==> src/rtl/core/lrbk_pkg.sv <==
// ----------------------------------------------------------------------------
// Link recovery package
// Types, codes and reset constants shared by the link recovery supervisor.
// ----------------------------------------------------------------------------
package lrbk_pkg;

    typedef enum logic [2:0] {
        OP_TICK        = 3'd0,
        OP_RECONNECT   = 3'd1,
        OP_CONNECT_OUT = 3'd2,
        OP_SEND_REQ    = 3'd3,
        OP_SEND_OUT    = 3'd4,
        OP_RECV_OUT    = 3'd5,
        OP_PONG        = 3'd6
    } op_t;

    typedef enum logic [1:0] {
        ERR_OK        = 2'd0,
        ERR_FATAL     = 2'd1,
        ERR_TRANSIENT = 2'd2,
        ERR_OTHER     = 2'd3
    } err_class_t;

    typedef enum logic [3:0] {
        CMD_NOP,
        CMD_TICK,
        CMD_RECONNECT,
        CMD_CONNECT_OK,
        CMD_CONNECT_FAIL,
        CMD_SEND,
        CMD_SEND_FATAL,
        CMD_SEND_BLOCK,
        CMD_RX_CLOSED,
        CMD_RX_ERROR,
        CMD_PONG
    } cmd_t;

    typedef enum logic [2:0] {
        ACT_NONE     = 3'd0,
        ACT_TRANSMIT = 3'd1,
        ACT_QUEUE    = 3'd2,
        ACT_PING     = 3'd3,
        ACT_CONNECT  = 3'd4,
        ACT_FLUSH    = 3'd5,
        ACT_GIVE_UP  = 3'd6
    } action_t;

    typedef enum logic [2:0] {
        LINK_DISCONNECTED = 3'd0,
        LINK_CONNECTING   = 3'd1,
        LINK_CONNECTED    = 3'd2,
        LINK_ERROR        = 3'd3,
        LINK_RECONNECTING = 3'd4
    } link_t;

    typedef enum logic [2:0] {
        REG_START_DELAY = 3'd0,
        REG_DELAY_CAP   = 3'd1,
        REG_RETRY_LIMIT = 3'd2,
        REG_KA_PERIOD   = 3'd3,
        REG_KA_GRACE    = 3'd4
    } reg_addr_t;

    typedef struct packed {
        logic [15:0] start_delay;
        logic [15:0] delay_cap;
        logic [7:0]  retry_limit;
        logic [7:0]  ka_period;
        logic [7:0]  ka_grace;
    } cfg_t;

    typedef struct packed {
        action_t     action;
        logic [15:0] delay_ms;
        link_t       link_state;
        logic [7:0]  attempts;
        logic        gave_up;
    } result_t;

    localparam logic [15:0] START_DELAY_RST = 16'd1000;
    localparam logic [15:0] DELAY_CAP_RST   = 16'd32000;
    localparam logic [7:0]  RETRY_LIMIT_RST = 8'd10;
    localparam logic [7:0]  KA_PERIOD_RST   = 8'd30;
    localparam logic [7:0]  KA_GRACE_RST    = 8'd10;

    localparam logic [7:0]  PING_AGE_MAX = 8'hFF;
    localparam logic [8:0]  PONG_AGE_MAX = 9'h1FF;
    localparam logic [7:0]  RETRY_MAX    = 8'hFF;

endpackage

==> src/rtl/core/lrbk_queue.sv <==
// ----------------------------------------------------------------------------
// Link recovery command queue
// Small register FIFO between the request classifier and the executor.
// ----------------------------------------------------------------------------
module lrbk_queue #(
    parameter int WIDTH = 4,
    parameter int DEPTH = 2
) (
    input  logic             clk,
    input  logic             rst_n,
    input  logic             push,
    input  logic [WIDTH-1:0] push_data,
    output logic             full,
    input  logic             pop,
    output logic [WIDTH-1:0] pop_data,
    output logic             empty
);

    localparam int PTR_W = (DEPTH > 1) ? $clog2(DEPTH) : 1;
    localparam int CNT_W = $clog2(DEPTH + 1);

    logic [WIDTH-1:0] mem_reg [DEPTH];
    logic [PTR_W-1:0] wr_ptr_reg;
    logic [PTR_W-1:0] wr_ptr_next;
    logic [PTR_W-1:0] rd_ptr_reg;
    logic [PTR_W-1:0] rd_ptr_next;
    logic [CNT_W-1:0] count_reg;
    logic [CNT_W-1:0] count_next;
    logic             do_push;
    logic             do_pop;

    assign full     = (count_reg == CNT_W'(DEPTH));
    assign empty    = (count_reg == '0);
    assign do_push  = push && !full;
    assign do_pop   = pop && !empty;
    assign pop_data = mem_reg[rd_ptr_reg];

    always_comb
    begin
        wr_ptr_next = wr_ptr_reg;
        rd_ptr_next = rd_ptr_reg;
        count_next  = count_reg;
        if (do_push)
        begin
            wr_ptr_next = (wr_ptr_reg == PTR_W'(DEPTH - 1)) ? '0 : wr_ptr_reg + 1'b1;
        end
        if (do_pop)
        begin
            rd_ptr_next = (rd_ptr_reg == PTR_W'(DEPTH - 1)) ? '0 : rd_ptr_reg + 1'b1;
        end
        if (do_push && !do_pop)
        begin
            count_next = count_reg + 1'b1;
        end
        else if (do_pop && !do_push)
        begin
            count_next = count_reg - 1'b1;
        end
    end

    always_ff @(posedge clk or negedge rst_n)
    begin
        if (!rst_n)
        begin
            wr_ptr_reg <= '0;
            rd_ptr_reg <= '0;
            count_reg  <= '0;
        end
        else
        begin
            wr_ptr_reg <= wr_ptr_next;
            rd_ptr_reg <= rd_ptr_next;
            count_reg  <= count_next;
        end
    end

    always_ff @(posedge clk)
    begin
        if (do_push)
        begin
            mem_reg[wr_ptr_reg] <= push_data;
        end
    end

endmodule

==> src/rtl/core/lrbk_front.sv <==
// ----------------------------------------------------------------------------
// Link recovery front end
// Accepts event requests and reduces them to executor commands.
// ----------------------------------------------------------------------------
module lrbk_front
    import lrbk_pkg::*;
(
    input  logic       in_valid,
    input  logic [2:0] operation,
    input  logic       success,
    input  logic [1:0] error_class,
    input  logic       q_full,
    output logic       in_stall,
    output logic       push,
    output cmd_t       push_cmd
);

    assign in_stall = q_full;
    assign push     = in_valid && !q_full;

    always_comb
    begin
        push_cmd = CMD_NOP;
        unique case (operation)
            OP_TICK:        push_cmd = CMD_TICK;
            OP_RECONNECT:   push_cmd = CMD_RECONNECT;
            OP_CONNECT_OUT: push_cmd = success ? CMD_CONNECT_OK : CMD_CONNECT_FAIL;
            OP_SEND_REQ:    push_cmd = CMD_SEND;
            OP_SEND_OUT:
            begin
                unique case (error_class)
                    ERR_FATAL:     push_cmd = CMD_SEND_FATAL;
                    ERR_TRANSIENT: push_cmd = CMD_SEND_BLOCK;
                    default:       push_cmd = CMD_NOP;
                endcase
            end
            OP_RECV_OUT:
            begin
                unique case (error_class)
                    ERR_FATAL: push_cmd = CMD_RX_CLOSED;
                    ERR_OTHER: push_cmd = CMD_RX_ERROR;
                    default:   push_cmd = CMD_NOP;
                endcase
            end
            OP_PONG:        push_cmd = CMD_PONG;
            default:        push_cmd = CMD_NOP;
        endcase
    end

endmodule

==> src/rtl/core/lrbk_back.sv <==
// ----------------------------------------------------------------------------
// Link recovery executor
// Applies commands to link, retry, backoff and keepalive state; holds result.
// ----------------------------------------------------------------------------
module lrbk_back
    import lrbk_pkg::*;
(
    input  logic    clk,
    input  logic    rst_n,
    input  cfg_t    cfg,
    input  logic    q_valid,
    input  cmd_t    q_cmd,
    output logic    q_pop,
    output logic    out_valid,
    input  logic    out_stall,
    output result_t result
);

    link_t       link_reg;
    link_t       link_next;
    logic [7:0]  retry_reg;
    logic [7:0]  retry_next;
    logic [15:0] backoff_reg;
    logic [15:0] backoff_next;
    logic [7:0]  ping_age_reg;
    logic [7:0]  ping_age_next;
    logic [8:0]  pong_age_reg;
    logic [8:0]  pong_age_next;
    logic        gave_up_reg;
    logic        gave_up_next;
    logic        out_valid_reg;
    logic        out_valid_next;
    result_t     result_reg;
    result_t     result_next;

    logic        up;
    logic [7:0]  ping_inc;
    logic [8:0]  pong_inc;
    logic [8:0]  dead_limit;
    logic [16:0] doubled;
    action_t     action;
    logic [15:0] delay;

    assign q_pop     = q_valid && (!out_valid_reg || !out_stall);
    assign out_valid = out_valid_reg;
    assign result    = result_reg;

    assign up         = (link_reg == LINK_CONNECTED);
    assign ping_inc   = (ping_age_reg == PING_AGE_MAX) ? ping_age_reg : ping_age_reg + 1'b1;
    assign pong_inc   = (pong_age_reg == PONG_AGE_MAX) ? pong_age_reg : pong_age_reg + 1'b1;
    assign dead_limit = {1'b0, cfg.ka_period} + {1'b0, cfg.ka_grace};
    assign doubled    = {backoff_reg, 1'b0};

    always_comb
    begin
        link_next     = link_reg;
        retry_next    = retry_reg;
        backoff_next  = backoff_reg;
        ping_age_next = ping_age_reg;
        pong_age_next = pong_age_reg;
        gave_up_next  = gave_up_reg;
        action        = ACT_NONE;
        delay         = '0;
        unique case (q_cmd)
            CMD_TICK:
            begin
                if (up)
                begin
                    ping_age_next = ping_inc;
                    pong_age_next = pong_inc;
                    if (ping_inc >= cfg.ka_period)
                    begin
                        action        = ACT_PING;
                        ping_age_next = '0;
                    end
                    if (pong_inc > dead_limit)
                    begin
                        link_next = LINK_ERROR;
                    end
                end
            end
            CMD_RECONNECT:
            begin
                if (gave_up_reg || (retry_reg >= cfg.retry_limit))
                begin
                    gave_up_next = 1'b1;
                    action       = ACT_GIVE_UP;
                end
                else
                begin
                    link_next = LINK_RECONNECTING;
                    action    = ACT_CONNECT;
                    delay     = backoff_reg;
                end
            end
            CMD_CONNECT_OK:
            begin
                if (link_reg == LINK_RECONNECTING)
                begin
                    link_next     = LINK_CONNECTED;
                    retry_next    = '0;
                    backoff_next  = cfg.start_delay;
                    ping_age_next = '0;
                    pong_age_next = '0;
                    action        = ACT_FLUSH;
                end
            end
            CMD_CONNECT_FAIL:
            begin
                if (link_reg == LINK_RECONNECTING)
                begin
                    retry_next   = (retry_reg == RETRY_MAX) ? retry_reg : retry_reg + 1'b1;
                    backoff_next = (doubled > {1'b0, cfg.delay_cap}) ? cfg.delay_cap
                                                                      : doubled[15:0];
                    link_next    = LINK_ERROR;
                end
            end
            CMD_SEND:
            begin
                action = up ? ACT_TRANSMIT : ACT_QUEUE;
            end
            CMD_SEND_FATAL:
            begin
                if (up)
                begin
                    link_next = LINK_ERROR;
                    action    = ACT_QUEUE;
                end
            end
            CMD_SEND_BLOCK:
            begin
                if (up)
                begin
                    action = ACT_QUEUE;
                end
            end
            CMD_RX_CLOSED:
            begin
                if (up)
                begin
                    link_next = LINK_DISCONNECTED;
                end
            end
            CMD_RX_ERROR:
            begin
                if (up)
                begin
                    link_next = LINK_ERROR;
                end
            end
            CMD_PONG:
            begin
                if (up)
                begin
                    pong_age_next = '0;
                end
            end
            default:
            begin
                action = ACT_NONE;
            end
        endcase

        result_next.action     = action;
        result_next.delay_ms   = delay;
        result_next.link_state = link_next;
        result_next.attempts   = retry_next;
        result_next.gave_up    = gave_up_next;

        out_valid_next = out_valid_reg;
        if (q_pop)
        begin
            out_valid_next = 1'b1;
        end
        else if (!out_stall)
        begin
            out_valid_next = 1'b0;
        end
    end

    always_ff @(posedge clk or negedge rst_n)
    begin
        if (!rst_n)
        begin
            link_reg      <= LINK_DISCONNECTED;
            retry_reg     <= '0;
            backoff_reg   <= START_DELAY_RST;
            ping_age_reg  <= '0;
            pong_age_reg  <= '0;
            gave_up_reg   <= 1'b0;
            out_valid_reg <= 1'b0;
        end
        else
        begin
            out_valid_reg <= out_valid_next;
            if (q_pop)
            begin
                link_reg     <= link_next;
                retry_reg    <= retry_next;
                backoff_reg  <= backoff_next;
                ping_age_reg <= ping_age_next;
                pong_age_reg <= pong_age_next;
                gave_up_reg  <= gave_up_next;
            end
        end
    end

    always_ff @(posedge clk)
    begin
        if (q_pop)
        begin
            result_reg <= result_next;
        end
    end

endmodule

==> src/rtl/core/link_recovery_backoff_keepalive.sv <==
// ----------------------------------------------------------------------------
// Link recovery supervisor
// Exponential backoff reconnect with keepalive, one event request per cycle unless stalled.
// ----------------------------------------------------------------------------
//   channel   handshake            payload
//   input     in_valid / in_stall  operation, success, error_class
//   output    out_valid/out_stall  action, delay_ms, link_state, attempts,
//                                  gave_up_flag
//   config    APB write/read       start_delay, delay_cap, retry_limit,
//                                  ka_period, ka_grace
//
// One request per cycle sustained while out_stall is low; an accepted request
// passes the command queue write, then the executor result register.
// in_stall rises only when the QUEUE_DEPTH-entry command queue is full.
// Reset is asynchronous and needs no clearing pass; out_stall holds the result
// register and backs up into the queue.
// ----------------------------------------------------------------------------
module link_recovery_backoff_keepalive
    import lrbk_pkg::*;
#(
    parameter int QUEUE_DEPTH = 2
) (
    input  logic        clk,
    input  logic        rst_n,
    input  logic        in_valid,
    output logic        in_stall,
    input  logic [2:0]  operation,
    input  logic        success,
    input  logic [1:0]  error_class,
    output logic        out_valid,
    input  logic        out_stall,
    output logic [2:0]  action,
    output logic [15:0] delay_ms,
    output logic [2:0]  link_state,
    output logic [7:0]  attempts,
    output logic        gave_up_flag,
    input  logic        psel,
    input  logic        penable,
    input  logic        pwrite,
    input  logic [4:0]  paddr,
    input  logic [31:0] pwdata,
    output logic [31:0] prdata,
    output logic        pready
);

    cfg_t    cfg_reg;
    cfg_t    cfg_next;
    logic    cfg_write;
    logic    q_full;
    logic    q_empty;
    logic    q_push;
    cmd_t    q_push_cmd;
    logic    q_pop;
    cmd_t    q_pop_cmd;
    result_t result;

    assign pready    = 1'b1;
    assign cfg_write = psel && penable && pwrite && pready;

    always_comb
    begin
        cfg_next = cfg_reg;
        prdata   = '0;
        unique case (paddr[4:2])
            REG_START_DELAY:
            begin
                prdata = {16'd0, cfg_reg.start_delay};
                if (cfg_write)
                begin
                    cfg_next.start_delay = pwdata[15:0];
                end
            end
            REG_DELAY_CAP:
            begin
                prdata = {16'd0, cfg_reg.delay_cap};
                if (cfg_write)
                begin
                    cfg_next.delay_cap = pwdata[15:0];
                end
            end
            REG_RETRY_LIMIT:
            begin
                prdata = {24'd0, cfg_reg.retry_limit};
                if (cfg_write)
                begin
                    cfg_next.retry_limit = pwdata[7:0];
                end
            end
            REG_KA_PERIOD:
            begin
                prdata = {24'd0, cfg_reg.ka_period};
                if (cfg_write)
                begin
                    cfg_next.ka_period = pwdata[7:0];
                end
            end
            REG_KA_GRACE:
            begin
                prdata = {24'd0, cfg_reg.ka_grace};
                if (cfg_write)
                begin
                    cfg_next.ka_grace = pwdata[7:0];
                end
            end
            default:
            begin
                prdata = '0;
            end
        endcase
    end

    always_ff @(posedge clk or negedge rst_n)
    begin
        if (!rst_n)
        begin
            cfg_reg.start_delay <= START_DELAY_RST;
            cfg_reg.delay_cap   <= DELAY_CAP_RST;
            cfg_reg.retry_limit <= RETRY_LIMIT_RST;
            cfg_reg.ka_period   <= KA_PERIOD_RST;
            cfg_reg.ka_grace    <= KA_GRACE_RST;
        end
        else
        begin
            cfg_reg <= cfg_next;
        end
    end

    lrbk_front u_front (
        .in_valid    (in_valid),
        .operation   (operation),
        .success     (success),
        .error_class (error_class),
        .q_full      (q_full),
        .in_stall    (in_stall),
        .push        (q_push),
        .push_cmd    (q_push_cmd)
    );

    lrbk_queue #(
        .WIDTH ($bits(cmd_t)),
        .DEPTH (QUEUE_DEPTH)
    ) u_queue (
        .clk       (clk),
        .rst_n     (rst_n),
        .push      (q_push),
        .push_data (q_push_cmd),
        .full      (q_full),
        .pop       (q_pop),
        .pop_data  (q_pop_cmd),
        .empty     (q_empty)
    );

    lrbk_back u_back (
        .clk       (clk),
        .rst_n     (rst_n),
        .cfg       (cfg_reg),
        .q_valid   (!q_empty),
        .q_cmd     (q_pop_cmd),
        .q_pop     (q_pop),
        .out_valid (out_valid),
        .out_stall (out_stall),
        .result    (result)
    );

    assign action       = result.action;
    assign delay_ms     = result.delay_ms;
    assign link_state   = result.link_state;
    assign attempts     = result.attempts;
    assign gave_up_flag = result.gave_up;

endmodule

==> config.mk <==
export PLATFORM = sky130hd
export DESIGN_NAME = link_recovery_backoff_keepalive
export DESIGN_NICKNAME = d
export VERILOG_FILES = /design/src/rtl/core/lrbk_pkg.sv /design/src/rtl/core/lrbk_queue.sv /design/src/rtl/core/lrbk_front.sv /design/src/rtl/core/lrbk_back.sv /design/src/rtl/core/link_recovery_backoff_keepalive.sv
export SDC_FILE = /design/constraint.sdc
export NUM_CORES = 1
export LEC_CHECK = 0
export ABC_AREA = 1
export BUFFER_PORTS_ARGS = -buffer_cell sky130_fd_sc_hd__buf_2
export CORE_AREA = 2 2 145 147
export DETAILED_ROUTE_END_ITERATION = 16
export DIE_AREA = 0 0 147 149
export GPL_ROUTABILITY_DRIVEN = 0
export PLACE_DENSITY = 0.7
export SKIP_LAST_GASP = 1
export SLEW_MARGIN = 10
export SYNTH_ARGS = -nofsm -noshare
export SYNTH_HDL_FRONTEND = slang
export SYNTH_SLANG_ARGS = --single-unit
==> constraint.sdc <==
create_clock -name clk -period 3 [get_ports clk]
set_clock_uncertainty 0.15 [all_clocks]
set_input_delay 0.45 -clock clk [delete_from_list [all_inputs] [get_ports clk]]
set_output_delay 0.45 -clock clk [all_outputs]
set_load 0.05 [all_outputs]
==> metrics.md, run 1 <==
| Metric | Value |
|---|---|
| Status | finished, violations left |
| Failing checks | negative setup slack |
| Max VDD drop | 0.373 mV |
| Cell breakdown of the critical path | ha_2 > inv_2 > fa_2 > o21ai_2 > a21oi_1 > o21bai_1 > buf_4 > xnor2_1 > ha_1 > nand2_1 > nand2_1 > a21oi_2 > nand3_1 > nand2_2 > nand2_2 > a21oi_2 > nand2_1 |
| R2R cell count | 17 |
| Buf+Inv Stages, Crit Path | 2 |
| Clk_lat worst skew | 0.43 ns |
| Post-Syn Area | 0.00903 mm^2 |
| Setup violations, final | 2 |
| Synthesized netlist cell count | 1125 |
| Clk pin slew, worst setup/hold paths | 0.07 ns |
| Worst Tran Pin Value | 0.592 ns |
| Longest Clk Path Bufs | 2 |
| Core box area | 0.0206 mm^2 |
| Post-synthesis compound-gate area fraction | 0.117 |
| Most common cell after layout, fill and taps aside | nand2_1 |
| WL final | 20600 um |
| IO buf count | 80 |
| Worst EP arrival | 3.08 ns |
| CTS Buf Count | 17 |
| Fin Hold WS | 0.0969 ns |
| Synth Area in Adders | 0.0798 |
| Max-slew violation total from the final report | 0 |
| Antenna-violating nets left | 0 |
| Max incr delay on CP | 0.40 ns |
| Root buf cell | clkbuf_16 |
| GRT Util Overall | 0.194 |
| CTS tree | built |
| Initial drt markers | 534 |
| Area taken by multi-input logic gates | 0.00433 mm^2 |
| Leakage | 5.10 nW |
| Post-Place Worst Slack | -0.172 ns |
| Area post-placement | 0.00974 mm^2 |
| Pwr dens | 888 mW/mm^2 |
| Max Fclk | 327 MHz |
| DP HPWL | 15500 um |
| Antenna violations before repair | 0 |
| Largest family of logic cells by synthesized area | simple AND/OR/NAND/NOR gates |
| DIE AREA | 0.0219 mm^2 |
| Area Overhead vs Synth | 16.0% |
| H-tree depth | 4 |
| TNS Setup | -0.0739 ns |
| Most frequent cells in the layout | nand2_1 (306), inv_1 (163), dfrtp_1 (80), buf_2 (79), o21ai_0 (72) |
| Die height | 149 um |
| First-pass GRT wire length | 34200 um |
| Worst path slowest cell | fa_2 |
| Synth cell types | 50 |
| CP max FO | 2 |
| Top cell type's share of synthesized area | 0.222 |
| Synth warnings | 0 |
| Seq/Total Area, Yosys | 0.427 |
| Hold Vio Cnt, Final | 0 |
| Classification of the worst setup path | reg -> reg |
| Worst path required time | 3.02 ns |
| Final instance area | 0.0105 mm^2 |
| Share of cells above drive strength 1 | 0.198 |
| Cell taking the most area after synthesis | dfrtp_1 |
| Yosys reg bits | 145 |
| Sequential Area | 0.00386 mm^2 |
| Met3 global-route usage | 0.0388 |
| CP top delay family | adder cells |
| Post-layout minimum cycle time | 3.06 ns |
| Nets | 1334 |
| Met1 usage | 0.283 |
| Max reg flops | 56 |
| Setup ws final | -0.0586 ns |
| Hold path depth | 3 |
| Via count | 7436 |
| Worst setup EP type | flip-flop |
| Syn avg cell area | 8.03 um^2 |
| Slew headroom | 0.603 |
| Post-synth EDFFs | 39 |
| Total gr overflow | 0 |
| # diodes | 0 |
| Placement Rows | 53 |
| Largest cells by area after synthesis | dfrtp_1 (22%), edfxtp_1 (13%), nand2_1 (13%), ha_1 (7.8%), dfstp_2 (7.6%) |
| Final period utilization | 1.02 |
| Drt via density | 4.91 |
| Mux cell area share after synthesis | 0 |
| Pin count of the biggest net entering global routing | 52 |
| CP dominant cell by count | nand2_1 |
| Post-synthesis xor/xnor area fraction | 0.0223 |
| WL/cell | 13.6 um |
| Met2 usage | 0.298 |
| Tot Pwr | 9.31 mW |
| Min-Delay Path Class | in -> reg |
| Startpoint Class | flip-flop |
| Number of global-route vias before repair | 6955 |
| Main flop type after synthesis | dfrtp_1 |
| # DRC | 0 |
| Max-Cap Viols | 0 |
| Post-Synth Simple-Gate Area | 0.248 |
| Post-synth ARST share | 0.731 |
| Clock Sinks | 145 |
| Initial Util | 0.439 |
| Die width | 147 um |
| Fillcell total | 1955 |
| Io pins | 116 |
| Grt peak-use layer | met2 |
| RSZ-0062 raised after global routing | yes |
| Drt first pass iters | 5 |
| CP Depth | 17 |
==> worst reg2reg max path: stages, from the launching register on <==
cell and delay, ns:
dfrtp_1 0.36, ha_2 0.19, inv_2 0.04, fa_2 0.40, o21ai_2 0.18, a21oi_1 0.09, o21bai_1 0.20, buf_4 0.15
xnor2_1 0.11, ha_1 0.25, nand2_1 0.07, nand2_1 0.06, a21oi_2 0.12, nand3_1 0.08, nand2_2 0.10, nand2_2 0.05
a21oi_2 0.12, nand2_1 0.07
==> metal layers <==
layer	wire length, um	up-vias
met2	9030	176
li1	-	3811
met3	976	16
met5	0	-
met1	10400	3433
met4	228	0
==> stage by stage <==
| step | utilization | instances |
|---|---|---|
| floorplan | - | 1140 |
| global placement | 0.474 | 1476 |
| detailed placement | 0.474 | 1476 |
| CTS | 0.506 | 1510 |
| global route | 0.510 | 1515 |
| finish | 0.510 | 1515 |
==> power breakdown <==
part           switching, mW  internal [mW]
logic                   2.83           1.20
clock network          0.841           1.34
registers              0.410           2.69
total                   4.08           5.23
==> cells in the mapped netlist (all sizes together), types with 7 or more instances <==
library cell / count
a221oi: 7
edfxtp: 39
nor2: 82
o21ai: 98
dfrtp: 80
a21oi: 41
xnor2: 8
nand2: 323
clkbuf: 14
nand4: 13
nand3: 64
nor3: 10
o211ai: 8
ha: 56
o22ai: 13
xor2: 15
inv: 173
buf: 31
dfstp: 26
==> worst paths after layout <==
path	from	end	slack, ns
setup / recovery	cfg_reg[8]$_DFFE_PN0P_	u_back.result[9]$_DFFE_PP_	-0.06
hold / removal	pwdata[11]	cfg_reg[35]$_DFFE_PN1P_	0.1
setup reg to reg	cfg_reg[8]$_DFFE_PN0P_	u_back.result[9]$_DFFE_PP_	-0.06
hold reg to reg	cfg_reg[44]$_DFFE_PN0P_	cfg_reg[44]$_DFFE_PN0P_	0.33
max in group asynchronous	rst_n	cfg_reg[47]$_DFFE_PN1P_	1.57
min in group asynchronous	rst_n	u_back.backoff_reg[11]$_DFFE_PN0P_	0.37
==> final cells by class <==
cell class | count | area share
clock buffers | 23 | 0.0508
well taps | 275 | 0.0328
flip-flops and latches | 145 | 0.368
inverters | 173 | 0.0625
multi-input cells | 777 | 0.414
clock inverters | 9 | 0.00872
repair buffers | 113 | 0.0635
==> logic make-up after synthesis <==
group / after synthesis
DFF: 145
and+or+nand+nor: 500
xor gates and xnor gates: 23
adders and majority gates: 57
AOI/OAI and AO/OA: 180
buffers and inverters: 218
other: 2
==> timing repair <==
| action | 4_1_cts | 5_1_grt |
|---|---|---|
| setup endpoints to repair | 2 | 12 |
| resized for setup | 6 | 12 |
| endpoints found under the hold margin | 13 | 0 |
| hold buffers | 1 | 0 |
| pin swaps | 2 | 16 |
| buffers inserted | 1 | 5 |
Note: power is estimated with default switching activity, not from simulation.
==> run 2, diff against run 1 <==
Settings changed: SKIP_CTS_REPAIR_TIMING set to 1.
==> metrics.md, run 2 (same netlist as run 1, synthesis figures left out) <==
| Metric | Value |
|---|---|
| Placement Rows | 53 (unchanged) |
| Via count | 7455 (was 7436) |
| Clock Sinks | 145 (unchanged) |
| Final period utilization | 1.02 (about the same) |
| CP max FO | 5 (was 2) |
| DP HPWL | 15500 um (unchanged) |
| Worst path required time | 3.02 ns (about the same) |
| CTS Buf Count | 17 (unchanged) |
| Root buf cell | clkbuf_16 (unchanged) |
| Most frequent cells in the layout | nand2_1 (306), inv_1 (163), dfrtp_1 (80), buf_2 (79), o21ai_0 (72) (unchanged) |
| Status | finished, violations left (unchanged) |
| Drt first pass iters | 5 (unchanged) |
| Hold Vio Cnt, Final | 0 (unchanged) |
| Initial Util | 0.439 (unchanged) |
| Antenna-violating nets left | 0 (unchanged) |
| Area taken by multi-input logic gates | 0.00433 mm^2 (unchanged) |
| Max Fclk | 326 MHz (was 327 MHz) |
| Tot Pwr | 9.32 mW (was 9.31 mW) |
| Die height | 149 um (unchanged) |
| Total gr overflow | 0 (unchanged) |
| Pwr dens | 890 mW/mm^2 (was 888 mW/mm^2) |
| GRT Util Overall | 0.194 (about the same) |
| Worst EP arrival | 3.09 ns (was 3.08 ns) |
| Most common cell after layout, fill and taps aside | nand2_1 (unchanged) |
| TNS Setup | -0.0958 ns (was -0.0739 ns) |
| Slew headroom | 0.610 (was 0.603) |
| Classification of the worst setup path | reg -> reg (unchanged) |
| Clk_lat worst skew | 0.43 ns (about the same) |
| Number of global-route vias before repair | 6924 (was 6955) |
| Startpoint Class | flip-flop (unchanged) |
| Pin count of the biggest net entering global routing | 52 (unchanged) |
| Core box area | 0.0206 mm^2 (unchanged) |
| Area Overhead vs Synth | 16.0% (unchanged) |
| Worst Tran Pin Value | 0.582 ns (was 0.592 ns) |
| Longest Clk Path Bufs | 2 (unchanged) |
| CTS tree | built (unchanged) |
| Sequential Area | 0.00386 mm^2 (unchanged) |
| Core Util, Final | 0.510 (unchanged) |
| Io pins | 116 (unchanged) |
| Max-Cap Viols | 0 (unchanged) |
| Initial drt markers | 540 (was 534) |
| Die width | 147 um (unchanged) |
| Max VDD drop | 0.375 mV (was 0.373 mV) |
| Antenna violations before repair | 0 (unchanged) |
| Post-route insts no fill | 1515 (unchanged) |
| Hold path depth | 3 (unchanged) |
| # diodes | 0 (unchanged) |
| Max-slew violation total from the final report | 0 (unchanged) |
| R2R cell count | 16 (was 17) |
| Min-Delay Path Class | in -> reg (unchanged) |
| Setup ws final | -0.0696 ns (was -0.0586 ns) |
| # DRC | 0 (unchanged) |
| Failing checks | negative setup slack (unchanged) |
| H-tree depth | 4 (unchanged) |
| WL final | 20700 um (was 20600 um) |
| DIE AREA | 0.0219 mm^2 (unchanged) |
| First-pass GRT wire length | 34100 um (was 34200 um) |
| Setup violations, final | 2 (unchanged) |
| WL/cell | 13.7 um (was 13.6 um) |
| Number of cells after detailed placement | 1476 (unchanged) |
| Drt via density | 4.92 (was 4.91) |
| Share of cells above drive strength 1 | 0.198 (unchanged) |
| Fillcell total | 1956 (was 1955) |
| Post-layout minimum cycle time | 3.07 ns (was 3.06 ns) |
| Leakage | 5.10 nW (about the same) |
| Worst setup EP type | flip-flop (unchanged) |
| Nets | 1334 (unchanged) |
| IO buf count | 80 (unchanged) |
| RSZ-0062 raised after global routing | yes (unchanged) |
| Max reg flops | 56 (unchanged) |
| Clk pin slew, worst setup/hold paths | 0.07 ns (about the same) |
==> run 2: cell counts in the layout (fill, tap and decap cells not counted) <==
No cell type changed its count.
==> run 2: report_power, final <==
| part | internal, mW | total [mW] | switching [mW] |
|---|---|---|---|
| Clock | 1.34 | 2.18 | 0.843 |
| Sequential | 2.69 | 3.10 | 0.414 |
| Combinational | 1.20 | 4.03 | 2.84 |
| Total | 5.23 | 9.32 | 4.10 |
==> run 2: final timing paths <==
kind	startpoint	to	slack, ns
hold reg to reg	cfg_reg[44]$_DFFE_PN0P_	cfg_reg[44]$_DFFE_PN0P_	0.34
hold / removal	pwdata[5]	cfg_reg[5]$_DFFE_PN0P_	0.1
max in group asynchronous	rst_n	cfg_reg[47]$_DFFE_PN1P_	1.57
setup reg to reg	cfg_reg[11]$_DFFE_PN1P_	u_back.result[9]$_DFFE_PP_	-0.07
min in group asynchronous	rst_n	u_back.backoff_reg[11]$_DFFE_PN0P_	0.37
setup / recovery	cfg_reg[11]$_DFFE_PN1P_	u_back.result[9]$_DFFE_PP_	-0.07
==> run 2: area by class of cell <==
cell class                 count  share of cell area
multi-input combinational    777               0.414
sequential                   145               0.368
timing repair buffer         113              0.0635
inverter                     173              0.0625
clock buffer                  23              0.0508
tap                          275              0.0328
clock inverter                 9             0.00872
==> run 2: routing by layer <==
layer  vias to the layer above  share of wire  global-route usage
met5                         -              0                   0
met4                         0         0.0074              0.0462
met3                        12          0.046              0.0388
met2                       169           0.44               0.297
met1                      3464           0.51               0.283
li1                       3810              -                   -
==> run 2: per-stage QoR <==
stage	hold WS [ns]	setup WS (ns)	area (um^2)
after floorplan	0.00441	0.0272	9090
after global placement	0.233	-0.135	9740
after CTS	-0.220	-0.202	10400
after detailed placement	0.237	-0.172	9740
after global routing	0.0842	-0.279	10500
final	0.0951	-0.0696	10500
==> run 2: critical path, cell delays in order (launching register included) <==
cell and delay (ns):
dfstp_2 0.55, ha_1 0.28, a21oi_1 0.21, o21ai_2 0.09
a21oi_1 0.17, o21bai_1 0.12, buf_4 0.14, xnor2_1 0.11
ha_1 0.29, nand2_1 0.08, nand2_1 0.07, a21oi_2 0.12
nand3_1 0.08, nand2_2 0.10, nand2_2 0.05, a21oi_2 0.12
nand2_1 0.07
==> run 3, diff against run 2 <==
Settings changed: CORE_AREA 2 2 145 147 to 2 2 154 156, DIE_AREA 0 0 147 149 to 0 0 156 158, PLACE_DENSITY 0.7 to 0.64.
==> metrics.md, run 3 (same netlist as run 1, synthesis figures left out) <==
| Metric | Value |
|---|---|
| Status | completed (was finished, violations left) |
| Classification of the worst setup path | reg -> reg (unchanged) |
| WL final | 21000 um (was 20700 um) |
| Die height | 158 um (was 149 um) |
| Core box area | 0.0231 mm^2 (was 0.0206 mm^2) |
| Met1 usage | 0.259 (was 0.283) |
| Root buf cell | clkbuf_16 (unchanged) |
| Worst setup EP type | flip-flop (unchanged) |
| Number of global-route vias before repair | 6773 (was 6924) |
| Comb pwr share | 0.434 (was 0.433) |
| Sequential Area | 0.00386 mm^2 (unchanged) |
| Worst EP arrival | 3.01 ns (was 3.09 ns) |
| Share of cells above drive strength 1 | 0.195 (was 0.198) |
| Area Overhead vs Synth | 15.5% (was 16.0%) |
| R2R cell count | 18 (was 16) |
| Worst path required time | 3.03 ns (was 3.02 ns) |
| Met2 usage | 0.265 (was 0.297) |
| Post-route insts no fill | 1523 (was 1515) |
| Post-Place Worst Slack | -0.173 ns (was -0.172 ns) |
| Initial Util | 0.392 (was 0.439) |
| Grt peak-use layer | met2 (unchanged) |
| Switching Share | 0.439 (about the same) |
| DP HPWL | 15800 um (was 15500 um) |
| Die width | 156 um (was 147 um) |
| Min-Delay Path Class | in -> reg (unchanged) |
| WL/cell | 13.8 um (was 13.7 um) |
| Worst Tran Pin Value | 0.979 ns (was 0.582 ns) |
| Area taken by multi-input logic gates | 0.00434 mm^2 (was 0.00433 mm^2) |
| Internal power | 5.21 mW (was 5.23 mW) |
| Number of cells after detailed placement | 1489 (was 1476) |
| Startpoint Class | flip-flop (unchanged) |
| Pin count of the biggest net entering global routing | 70 (was 52) |
| Slew headroom | 0.346 (was 0.610) |
| Antenna-violating nets left | 0 (unchanged) |
| Setup violations, final | 0 (was 2) |
| Total gr overflow | 0 (unchanged) |
| Final period utilization | 0.995 (was 1.02) |
| Pwr dens | 891 mW/mm^2 (was 890 mW/mm^2) |
| Reg-to-Reg Start | cfg_reg[8]$_DFFE_PN0P_ (was cfg_reg[11]$_DFFE_PN1P_) |
| Max-Cap Viols | 0 (unchanged) |
| Drt first pass iters | 6 (was 5) |
| Reg-to-reg critical path endpoint | u_back.result[9]$_DFFE_PP_ (unchanged) |
| Final instance area | 0.0104 mm^2 (was 0.0105 mm^2) |
| # diodes | 0 (unchanged) |
| RSZ-0062 raised after global routing | yes (unchanged) |
| GRT Util Overall | 0.175 (was 0.194) |
| Hold path endpoint | cfg_reg[35]$_DFFE_PN1P_ (was cfg_reg[5]$_DFFE_PN0P_) |
| # DRC | 0 (unchanged) |
| Max reg flops | 56 (unchanged) |
| Post-layout minimum cycle time | 2.99 ns (was 3.07 ns) |
| Area post-placement | 0.00975 mm^2 (was 0.00974 mm^2) |
| Most frequent cells in the layout | nand2_1 (306), inv_1 (163), dfrtp_1 (80), buf_2 (79), o21ai_0 (72) (unchanged) |
| CP max FO | 3 (was 5) |
| CTS tree | built (unchanged) |
| Nets | 1327 (was 1334) |
| Via count | 7412 (was 7455) |
| Setup ws final | 0.0143 ns (was -0.0696 ns) |
| Clk_lat worst skew | 0.43 ns (about the same) |
| Fillcell total | 2274 (was 1956) |
| Clk pin slew, worst setup/hold paths | 0.06 ns (was 0.07 ns) |
| CTS Buf Count | 17 (unchanged) |
| Max Fclk | 335 MHz (was 326 MHz) |
| Longest Clk Path Bufs | 2 (unchanged) |
| Hold Vio Cnt, Final | 0 (unchanged) |
| Initial drt markers | 569 (was 540) |
| Clock Sinks | 145 (unchanged) |
| Clock power frac | 0.233 (was 0.234) |
| Switching power | 4.08 mW (was 4.10 mW) |
| Drt via density | 4.87 (was 4.92) |
| IO buf count | 80 (unchanged) |
| Hold path depth | 3 (unchanged) |
| Placement Rows | 56 (was 53) |
| Seq pwr share | 0.333 (about the same) |
| Setup slack, reg-to-reg | 0.01 ns (was -0.07 ns) |
| Max VDD drop | 0.382 mV (was 0.375 mV) |
| Most common cell after layout, fill and taps aside | nand2_1 (unchanged) |
| Leakage | 5.06 nW (was 5.10 nW) |
| Max-slew violation total from the final report | 0 (unchanged) |
| DIE AREA | 0.0246 mm^2 (was 0.0219 mm^2) |
| Antenna violations before repair | 0 (unchanged) |
| HP Start | pwdata[11] (was pwdata[5]) |
| Met3 global-route usage | 0.0304 (was 0.0388) |
| H-tree depth | 4 (unchanged) |
| Io pins | 116 (unchanged) |
| First-pass GRT wire length | 34200 um (was 34100 um) |
## run 3: power groups by stage
stage	sequential, mW	clock, mW	combinational (mW)
after detailed placement	3.12	0	3.97
after CTS	3.10	2.21	3.99
after global routing	3.17	2.29	4.50
final	3.10	2.16	4.03
after floorplan	3.66	0	2.50
after global placement	3.12	0	3.91
## run 3: worst max path at each step
stage	from	endpoint	slack, ns
after floorplan	cfg_reg[1]$_DFFE_PN1P_	u_back.result[9]$_DFFE_PP_	0.03
after global placement	cfg_reg[1]$_DFFE_PN1P_	u_back.result[9]$_DFFE_PP_	-0.16
after detailed placement	cfg_reg[1]$_DFFE_PN1P_	u_back.result[9]$_DFFE_PP_	-0.17
after CTS	cfg_reg[1]$_DFFE_PN1P_	u_back.result[9]$_DFFE_PP_	-0.20
after global routing	cfg_reg[8]$_DFFE_PN0P_	u_back.result[9]$_DFFE_PP_	-0.22
final	cfg_reg[8]$_DFFE_PN0P_	u_back.result[9]$_DFFE_PP_	0.01
## run 3: layout make-up
type	count	area share
clock inverter	8	0.00948
tap	290	0.0348
multi-input combinational	777	0.416
clock buffer	24	0.0481
timing repair buffer	106	0.0588
inverter	173	0.0628
sequential	145	0.370
## run 3: worst max-delay path, stage by stage, from the launching register on
cell	delay, ns
dfrtp_1	0.35
ha_2	0.19
inv_2	0.04
fa_2	0.39
o21ai_2	0.16
a21oi_2	0.08
o21bai_2	0.17
nand2_1	0.07
nand2_1	0.08
a21oi_2	0.05
ha_1	0.31
nand2_2	0.10
nor2_2	0.05
nand3b_1	0.10
nand3_2	0.08
nand2_2	0.10
nand2_2	0.06
a21oi_2	0.13
nand2_1	0.07
## run 3: per-stage QoR
| stage | total power [mW] | utilization | setup TNS [ns] | hold slack [ns] |
|---|---|---|---|---|
| after global placement | 7.03 | 0.423 | -0.271 | 0.318 |
| final | 9.29 | 0.452 | 0 | 0.0927 |
| after floorplan | 6.16 | - | 0 | 0.00441 |
| after global routing | 9.96 | 0.452 | -0.509 | 0.0967 |
| after CTS | 9.30 | 0.449 | -0.360 | -0.130 |
| after detailed placement | 7.10 | 0.423 | -0.311 | 0.324 |
## run 3: layer usage
metal | part of all wire | routed length [um] | vias up
met1 | 0.51 | 10700 | 3421
met4 | 0.012 | 261 | 0
met5 | 0 | 0 | -
li1 | - | - | 3794
met2 | 0.44 | 9210 | 174
met3 | 0.043 | 894 | 23
